### src/design/tefl_ram.sv
// generic single write port ram with one registered read port
// no dependencies
module tefl_ram #(
    parameter int WIDTH = 8,
    parameter int DEPTH = 16
) (
    input  logic                     i_clk,
    input  logic                     i_wr_en,
    input  logic [$clog2(DEPTH)-1:0] i_wr_addr,
    input  logic [WIDTH-1:0]         i_wr_data,
    input  logic                     i_rd_en,
    input  logic [$clog2(DEPTH)-1:0] i_rd_addr,
    output logic [WIDTH-1:0]         o_rd_data
);

    logic [WIDTH-1:0] r_mem [DEPTH];
    logic [WIDTH-1:0] r_rd_data;

    always_ff @(posedge i_clk) begin
        if (i_wr_en) begin
            r_mem[i_wr_addr] <= i_wr_data;
        end
        if (i_rd_en) begin
            r_rd_data <= r_mem[i_rd_addr];
        end
    end

    assign o_rd_data = r_rd_data;

endmodule

### config.mk
export PLATFORM = sky130hd
export DESIGN_NAME = tefl_ram
export DESIGN_NICKNAME = d
export VERILOG_FILES = /design/src/design/tefl_ram.sv
export SDC_FILE = /design/constraint.sdc
export NUM_CORES = 1
export LEC_CHECK = 0
export ABC_AREA = 1
export BUFFER_PORTS_ARGS = -buffer_cell sky130_fd_sc_hd__clkbuf_2
export CORE_MARGIN = 2
export CORE_UTILIZATION = 50
export CTS_BUF_LIST = sky130_fd_sc_hd__clkbuf_16
export CTS_CLUSTER_SIZE = 25
export DETAILED_ROUTE_END_ITERATION = 10
export PLACE_DENSITY = 0.7
export SETUP_SLACK_MARGIN = 0.2
export SLEW_MARGIN = 20
export SYNTH_ARGS = -nofsm -noshare
export SYNTH_HDL_FRONTEND = slang
export SYNTH_SLANG_ARGS = --single-unit
### constraint.sdc
create_clock -name i_clk -period 1.15 [get_ports i_clk]
set_input_delay 0.23 -clock i_clk [delete_from_list [all_inputs] [get_ports i_clk]]
set_output_delay 0.23 -clock i_clk [all_outputs]
set_load 0.02 [all_outputs]
# [After elaboration in Yosys (flattened, before gate mapping)]
# Memories as Yosys holds them, arrays and structs flattened. A register that Yosys moved wholly into a read port is not among the register bits.
# Index checks and enable logic that the tools add are counted.
[op_classes] n_mux=2
[ops] op="1-bit two-way mux" count=2
[word_totals] register_bits=0 mem_bits_rw=128 in_bits=19 out_inout_bits=8 elab_cells=3 n_memories=1
[memory_table] memory="r_mem" words=16 width=8 read_ports=1 rd_clocked_by_memory_dff=1 wr=1 line="16" source="logic [WIDTH-1:0] r_mem [DEPTH];"

# [Depth between registers and ports, before layout]
[depth] ltp_word=2 ltp_mapped=8 mapped_depth_nobuf=7

# [Least setup slack after synthesis]
# Ideal clock, no wire load.
[synth_timing] path_kind="input port to flip-flop" startpoint="in i_wr_addr[3]" endpoint="mem r_mem[4][0] (enable)" setup_ps=370 arrival_ps=811 path_slack_ps=-31 path_stages=2 path_cell_list="nand3b_1 > nor2_1"
[synth_rtl] item="start, declared" line="9" source="input logic [$clog2(DEPTH)-1:0] i_wr_addr,"
[synth_rtl] item="end, declared" line="16"
# No word-level cell before the write port.

# [Worst setup path after layout]
[layout_timing] startpoint="reg r_rd_data[7], in the netlist o_rd_data[7] (read register of r_mem)" endpoint="out o_rd_data[7]"
[layout_rtl] item="start, declared" line="17" source="logic [WIDTH-1:0] r_rd_data;"
[layout_rtl] item="end, declared" line="13" source="output logic [WIDTH-1:0] o_rd_data"
# No word-level cell between the ends.

==> results.toml <==
[clocking]
clock-sinks = 136
htree_levels = 4
root_buffer = "clkbuf_16"
clk_latency_ns = 0.41
ctsHoldBuffers = 0
cts_made_buffers = 17
cts_max_path_buffers = 2
tritoncts = "yes"
clk_pin_slew_ns = 0.06

[detailed_routing]
post-route-drc-count = 0
drt_iter0_drc = 335
postRouteAntennaNets = 0
wl_per_cell_um = 18.6
wl_mm = 14.0
vias_per_cell = 5.38
drtPass1Iterations = 5
vias = 4048

[logic_synthesis]
ys_warn_count = 0
yosys.area_share.simple = 0.208
synthArstFlopShare = 0
synthMuxAreaShare = 0
synth_cell_types = 11
synth_top_family_by_area = "simple AND/OR/NAND/NOR gates"
syn_area_um2 = 5850
syn_area_per_cell_um2 = 10.6
synth_compound_area_frac = 0
synth-seq-area-share = 0.698
synth-seq-cells = 136
synthTopCellsByArea = "edfxtp_1 (70%), nand2_1 (11%), nand3_1 (8.3%)"
synth_nets = 570
yosysMostFrequentCell = "nand2_1"
synth-main-ff-cell = "edfxtp_1"
syn_inst = 551
yosysTopAreaCell = "edfxtp_1"
ys_top_cells_by_count = "nand2_1 (173), edfxtp_1 (136), inv_1 (100)"
yosys.area_share.adder = 0
synth_xor_area_frac = 0
synth_top_area_frac = 0.698
synth_edf_count = 136

[cells_and_area]
finalCoreUtilization = 0.654
diodes = 0
areaGrowthSynthToFinish_pct = 27.7
fill_cells = 829
multi_input_area_um2 = 1760
drive_above_1_share = 0.330
final_nets = 617
regArea_um2 = 4080

[setup_path]
cpPeakStageDelay_ns = 0.43
worst-path-buf-inv = 1
r2r_slack_ns = 0.02
cp_top_family = "flip-flops"
path_cells = "buf_6"
worstPathRequired_ns = 0.92
crit_path_start_kind = "register"
crit_fanout = 1
endpoint_kind = "output port"
slowest_stage = "edfxtp_1"
critical_path_arrival_ns = 0.99
timing_worst_setup_path_type = "reg2out"

[grt]
grt_pass1_wl_mm = 21.8
overflow = 0
grt_max_degree = 40
grt_pass1_vias = 4080
antenna_found_initial = 0
grt_usage = 0.235

[timing]
postLayoutSetupSlackWorst_ns = -0.0733
hold_slack_ns = 0.197
finalHoldViolations = 0
slew_headroom = 0.682
tightestPinTransition_ns = 0.477
slew_viol_final = 0
setup_viol = 7
fmax_mhz = 817
period_needed_ns = 1.22
fin_skew_ns = 0.00619
finalCritPeriodShare = 1.06
rsz0062_at_grt = "yes"

[placement]
gp_congestion = 0.871
dp_hpwl_mm = 8.47
io_buffers = 26

[outcome]
failed_checks = "setup timing"
status = "finished with violations"

[floorplan]
io_pins = 27
die_w_um = 112
die_h_um = 112
die_area_um2 = 12600
core_area_um2 = 11400
rows = 39
initial_utilization = 0.512

[power_and_ir_drop]
irDropWorstVdd_mv = 0.896
power.density_nw_per_um2 = 1550
power_leakage_uw = 0.00314

[worst_hold_path]
min_path_type = "in2reg"

[flow_run]
max_cap_viol_count = 0
## placed cells by master, fill, tap and decap left out, drive strengths merged
master    count
clkinv        8
nand2       173
inv         104
buf          34
nand3        97
nand3b        2
nor2         17
clkbuf       35
clkinvlp      2
edfxtp      136
bufinv        2
## where the power goes
group          internal (uW)  total (uW)  switching [uW]
sequential              5590        5620            34.0
combinational            317         957             640
clock                   3100        4980            1880
## sequential cells by signal, summed over array words and instances, names as in the netlist
register / count
o_rd_data: 8
r_mem: 128
## per-layer routing
metal  vias to the layer above  GRT usage  routed length (um)
met5                         -          0                   0
met4                         0     0.0919                 296
met3                        29     0.0756                1160
met2                       207      0.380                6980
met1                      1935      0.297                5550
li1                       1877          -                   -
## through the flow
step	setup WS [ns]	TNS [ns]	area, um^2	power [uW]	instances
final	-0.0733	-0.158	7470	11600	753
after global routing	-0.0840	-0.398	7470	11900	753
after CTS	-0.0720	-0.281	7310	11500	753
after detailed placement	-0.308	-14.64	6500	6520	722
after global placement	-0.290	-12.00	6500	6500	722
after floorplan	0.0464	0	6080	6210	551
## path summary, 6_finish.rpt
path / from / to / cells past startpoint
setup reg to reg: r_mem[8][2] / o_rd_data[2] / 6
setup / recovery: o_rd_data[7] / o_rd_data[7] / 1
hold / removal: i_rd_en / o_rd_data[0] / 1
hold reg to reg: r_mem[2][1] / o_rd_data[1] / 6
## repair_timing
item,in CTS,in global routing
setup buffers,0,0
cloned,0,0
pin swaps,38,20
setup endpoints to repair,16,16
resized for setup,57,48
## layout make-up
cell class	instances	share of cell area
clock buffer	17	0.0570
inverter	102	0.0523
timing repair buffer	52	0.0684
tap	143	0.0240
sequential	136	0.547
multi-input combinational	289	0.236
clock inverter	14	0.0158
## logic make-up after synthesis
kind of cell / after synthesis
AND/OR/NAND/NOR: 289
flip-flops: 136
buffers and inverters: 126
No activity file was read; power rests on OpenSTA's default activity.
