**config.mk**
```make
export PLATFORM = sky130hd
export DESIGN_NAME = tefl_clear
export DESIGN_NICKNAME = d
export VERILOG_FILES = /design/src/design/tefl_pkg.sv /design/src/design/tefl_clear.sv
export SDC_FILE = /design/constraint.sdc
export NUM_CORES = 1
export LEC_CHECK = 0
export ABC_AREA = 1
export BUFFER_PORTS_ARGS = -buffer_cell sky130_fd_sc_hd__buf_2
export CAP_MARGIN = 5
export CORE_MARGIN = 2
export CORE_UTILIZATION = 50
export CTS_CLUSTER_SIZE = 30
export DETAILED_ROUTE_END_ITERATION = 8
export PLACE_DENSITY = 0.83
export SYNTH_ARGS = -nofsm -noshare
export SYNTH_HDL_FRONTEND = slang
export SYNTH_SLANG_ARGS = --single-unit
export TNS_END_PERCENT = 20
```
**constraint.sdc**
```tcl
create_clock -name i_clk -period 3.75 [get_ports i_clk]
set_input_delay 0.1875 -clock i_clk [delete_from_list [all_inputs] [get_ports i_clk]]
set_output_delay 0.1875 -clock i_clk [all_outputs]
set_load 0.02 [all_outputs]
```
**src/design/tefl_pkg.sv**
```systemverilog
// shared constants for the table entry free list
// no dependencies; used by tefl_clear, table_entry_free_list and the testbench
package tefl_pkg;

    // default table size
    localparam int TABLE_ENTRIES_DEF = 1024;

    // width of the index fields on the item ports
    localparam int FIELD_W = 10;

    // request codes carried in the mode field
    localparam logic MODE_ALLOC   = 1'b0;
    localparam logic MODE_RELEASE = 1'b1;

endpackage

```
**src/design/tefl_clear.sv**
```systemverilog
// post-reset sweep that writes the initial chain into the link memory
// uses tefl_pkg for the default table size
module tefl_clear #(
    parameter int TABLE_ENTRIES = tefl_pkg::TABLE_ENTRIES_DEF
) (
    input  logic                             i_clk,
    input  logic                             i_rst_n,
    output logic                             o_busy,
    output logic [$clog2(TABLE_ENTRIES)-1:0] o_wr_addr,
    output logic [$clog2(TABLE_ENTRIES):0]   o_wr_data
);

    localparam int IW = $clog2(TABLE_ENTRIES);
    localparam logic [IW-1:0] LAST_ADDR = IW'(TABLE_ENTRIES - 1);

    logic          r_busy;
    logic [IW-1:0] r_addr;
    logic          n_busy;
    logic [IW-1:0] n_addr;
    logic          w_last;

    assign w_last = (r_addr == LAST_ADDR);

    always_comb begin
        n_busy = r_busy;
        n_addr = r_addr;
        if (r_busy) begin
            n_addr = r_addr + 1'b1;
            if (w_last) begin
                n_busy = 1'b0;
            end
        end
    end

    always_ff @(posedge i_clk) begin
        if (!i_rst_n) begin
            r_busy <= 1'b1;
            r_addr <= '0;
        end else begin
            r_busy <= n_busy;
            r_addr <= n_addr;
        end
    end

    // entry i links to i+1; the last entry carries the null mark
    assign o_busy    = r_busy;
    assign o_wr_addr = r_addr;
    assign o_wr_data = w_last ? {1'b1, {IW{1'b0}}} : {1'b0, IW'(r_addr + 1'b1)};

endmodule

```
Yosys cells after proc, flatten, opt, wreduce, memory -nomap -nowiden:

Index checks and enable logic that the tools add are counted.

* register bits: 11
* bits of input ports: 2
* output and inout port bits: 22
* logic and storage cells: 7

* $add $sub $neg: 1
* eq/ne operators: 1
* muxes and demuxes: 3

Operators with widths (count)
* 11-bit two-way mux: 1
* 10-bit by 1-bit adder with 10-bit output (second input constant): 1
* 10-bit == test (second input constant): 1
* 1-bit two-way mux: 2

Depth between registers and ports, before layout:

* depth after elaboration: 3
* mapped depth: 8
* mapped depth without buffers: 8

Worst setup path before layout:

Ideal clock, no wire load.

* path type: register -> output
* start: reg r_addr[0] (netlist: o_wr_addr[0])
* end: out o_wr_data[0]
* data arrival time: 1376 ps
* required time: 3562 ps
* path slack: 2186 ps
* cell stages (with the launch flop): 9
* path buffers: 0
* cells stage by stage: dfxtp_1 -> ha_1 -> nand2_1 -> nor2_2 -> nand2_2 -> nor3_4 -> inv_2 -> nand2_1 -> inv_1

* word-level cells in the longest chain between the ends: 2
* elaborated cells on any way between the ends: 3
* those cells by class: 1 x add/sub; 1 x eq/ne; 1 x mux

RTL lines
* from (decl): RTL line tefl_clear.sv:17 `logic [IW-1:0] r_addr;`
* from (signal assigned): RTL line tefl_clear.sv:41 `r_addr <= n_addr;`
* 10-bit == test: RTL line tefl_clear.sv:22 `assign w_last = (r_addr == LAST_ADDR);`
* net w_last: RTL line tefl_clear.sv:20 `logic w_last;`
* 11-bit two-way mux: RTL line tefl_clear.sv:48 `assign o_wr_data = w_last ? {1'b1, {IW{1'b0}}} : {1'b0, IW'(r_addr + 1'b1)};`
* to (decl): RTL line tefl_clear.sv:10 `output logic [$clog2(TABLE_ENTRIES):0] o_wr_data`

The timed path passes the listed nets, and every way through them passes these cells.

Worst setup path in the final report:

* start: reg r_addr[0] (netlist: o_wr_addr[0])
* end: out o_wr_data[0]

* word-level cells in the longest chain between the ends: 2
* elaborated cells on any way between the ends: 3
* those cells by class: 1 x add/sub; 1 x eq/ne; 1 x mux

RTL lines (RTL line)
* 10-bit by 1-bit adder with 10-bit output or 10-bit == test (tied branches): tefl_clear.sv:48, tefl_clear.sv:22
* 11-bit two-way mux (*): tefl_clear.sv:48

Mark *: on every way between the ends. The rest lies on a longest branch, timed or not.

==> results_dict.tcl <==
set metrics [dict create \
    power_report.internal_total_mw 0.171 \
    ys_ff_latch 11 \
    rsz0062_at_grt "no" \
    end_kind "output port" \
    leakagePower_nw 0.522 \
    grt_start_max_net_pins 14 \
    drt_first_iter_violations 17 \
    netSwitchingFraction_pct 26.8 \
    yosysSeqAreaShare_pct 33.5 \
    outcome "finished clean" \
    gr-total-overflow 0 \
    power_frac_clock_pct 35.3 \
    clkTransAtPathRegs_ns 0.07 \
    io-pin-count 24 \
    placed_area_sq_um 774 \
    stdcell_area_sq_um 801 \
    final_clock_period_utilization_by_the_worst_path_pct 52.6 \
    grt_use_total_pct 23.4 \
    placed_instances 141 \
    fraction_of_final_layout_cells_with_drive_strength_greater_than_1_pct 23.8 \
    synth.avg_cell_area_sq_um 6.21 \
    antenna_cells_inserted 0 \
    antenna_left 0 \
    critical_path.max_fanout 6 \
    detailedPlacementHpwl_um 1100 \
    setup_failing_eps_final 0 \
    arrival_ns 1.79 \
    syn-num-nets 109 \
    cts_setup_buffers 0 \
    number_of_antenna_violations_at_the_first_check_in_global_routing 0 \
    cts_resized 0 \
    min-delay-path-class "input port to flop" \
    global_route_wire_length_before_repair_um 2470 \
    final_period_minus_worst_setup_slack_ns 1.97 \
    portBuffers 23 \
    totalNegativeSetupSlack_ns 0 \
    biggest_cell_delay_along_the_critical_path_ns 0.39 \
    timing.fmax_ghz 0.507 \
    rows 13 \
    clock_insertion_delay_worst_skew_ns 0.27 \
    floorplan.initialDensity_pct 51.9 \
    post_cts_hold_buffer_count 0 \
    yosysWarningCount 0 \
    crit_type "flop to output port" \
    number_of_cts_inserted_buffers 3 \
    power_mw 0.233 \
    floorplan.die.height_um 40.3 \
    synth.distinct_cells 16 \
    power-per-cell-area_nw_per_um2 291 \
    gp_routability_congestion 0.796 \
    max-vdd-ir-drop_uv 267 \
    buffer_type_at_the_clock_tree_root "sky130_fd_sc_hd__clkbuf_4" \
    mostFrequentLayoutCells "sky130_fd_sc_hd__inv_1, sky130_fd_sc_hd__nand2_1, sky130_fd_sc_hd__buf_2, sky130_fd_sc_hd__dfxtp_1" \
    final_max_slew_viol_count 0 \
    clock_tree_from_tritoncts "yes" \
    via_per_inst 4.93 \
    h-tree-depth 1 \
    comb_power_share_pct 12.3 \
    synth_area_sq_um 658 \
    critPathSlowestCell "sky130_fd_sc_hd__dfxtp_1" \
    timing.critical_path.cells "ha_1 -> nand2_1 -> nor2_2 -> nand2_2 -> nor3_4 -> inv_2 -> nand2_1 -> inv_1 -> buf_2" \
    worst_slew_margin_rel_pct 74.6 \
    finalNetCount 134 \
    drt_wl_total_um 1480 \
    drc 0 \
    routed_length_per_placed_instance_um 10.2 \
    worst_margin_pin_slew_ns 0.381 \
    report.final.hold_viol_count 0 \
    layout.cells.non_filler 145 \
    via_count_of_the_first_global_routing_pass 582 \
    ctsLongestPathBuffers 2 \
    post_synth_inst_count 106 \
    cp-start-kind "flop" \
    design.die.area_sq_um 1620 \
    cts_sink_cnt 11 \
    max-cap-violations 0 \
    switching_power_mw 0.0626 \
    required_ns 3.56 \
    vias 715 \
    power.sequential.fraction_pct 52.4 \
    detail_route.first_pass.iterations 4 \
    floorplan.core_area_sq_um 1270 \
    worst_clock_skew_ns 0.00211 \
    die-width_um 40.3 \
    cp_common_cell "sky130_fd_sc_hd__nand2_1" \
    syn_to_final_growth_pct 21.7 \
    worst_reg2reg_setup_slack_ns 2.32 \
]
-- through the flow --
stage / worst slack [ns] / utilization [%] / hold WS [ns]
2_1_floorplan: 2.19 / - / 0.264
3_3_place_gp: 2.18 / 61.0 / 0.407
3_5_place_dp: 2.11 / 61.0 / 0.409
4_1_cts: 1.78 / 63.1 / 0.122
5_1_grt: 1.65 / 63.1 / 0.122
6_report: 1.78 / 63.1 / 0.128
-- layer usage --
metal  vias up  routed length [um]  track usage, %
li1        369                   -               -
met1       313                 706            27.9
met2        24                 640            36.3
met3         9                  72            6.11
met4         0                  60            15.8
met5         -                   0               0
-- power groups by stage --
stage,sequential (mW),combinational (mW),clock [mW]
global placement,0.124,0.0283,0
CTS,0.122,0.0288,0.0847
floorplan,0.128,0.0163,0
detailed placement,0.125,0.0285,0
global route,0.123,0.0316,0.0900
finish,0.122,0.0288,0.0823
-- logic make-up after synthesis --
group	share of synthesized area, %
fa+ha+maj	1.90
buf+inv	16.3
flops	33.5
xor+xnor	2.66
compound gates	12.9
simple gates	32.7
-- registers in the layout (all words and copies together) (netlist names) --
signal     count
o_wr_addr     10
o_busy         1
-- cell usage after synthesis --
cell                       n  area, sq um
sky130_fd_sc_hd__a21oi_1  10         50.1
sky130_fd_sc_hd__buf_2     2         10.0
sky130_fd_sc_hd__buf_4     1         7.51
sky130_fd_sc_hd__dfxtp_1  11          220
sky130_fd_sc_hd__ha_1      1         12.5
sky130_fd_sc_hd__inv_1    23         86.3
sky130_fd_sc_hd__inv_2     1         3.75
sky130_fd_sc_hd__nand2_1  23         86.3
sky130_fd_sc_hd__nand2_2   1         6.26
sky130_fd_sc_hd__nand3_1  10         50.1
sky130_fd_sc_hd__nand4_1   1         6.26
sky130_fd_sc_hd__nor2_1   10         37.5
sky130_fd_sc_hd__nor2_2    2         12.5
sky130_fd_sc_hd__nor3_4    1         16.3
sky130_fd_sc_hd__o21ai_0   7         35.0
sky130_fd_sc_hd__xor2_1    2         17.5
-- worst paths after layout --
check	endpoint	start	depth (start not counted)
worst max-delay path	o_wr_data[0]	o_wr_addr[0]$_SDFFE_PN0P_	9
worst min-delay path	o_busy$_SDFF_PN1_	i_rst_n	2
worst max register to register	o_busy$_SDFF_PN1_	o_wr_addr[0]$_SDFFE_PN0P_	6
worst min register to register	o_wr_addr[0]$_SDFFE_PN0P_	o_wr_addr[0]$_SDFFE_PN0P_	2
-- critical path: cells and delay by family (launching register included) --
| family | cells | cell delay, ns |
|---|---|---|
| flops | 1 | 0.39 |
| fa+ha+maj | 1 | 0.19 |
| buf+inv | 3 | 0.25 |
| simple gates | 5 | 0.67 |
-- final cells by class --
| class | instances | area, sq um |
|---|---|---|
| fill | 125 | 468 |
| multi-input combinational | 68 | 330 |
| sequential | 11 | 220 |
| timing repair buffer | 23 | 115 |
| inverter | 24 | 90.1 |
| clock buffer | 4 | 26.3 |
| tap | 15 | 18.8 |
Power figures use the tool's default switching activity.
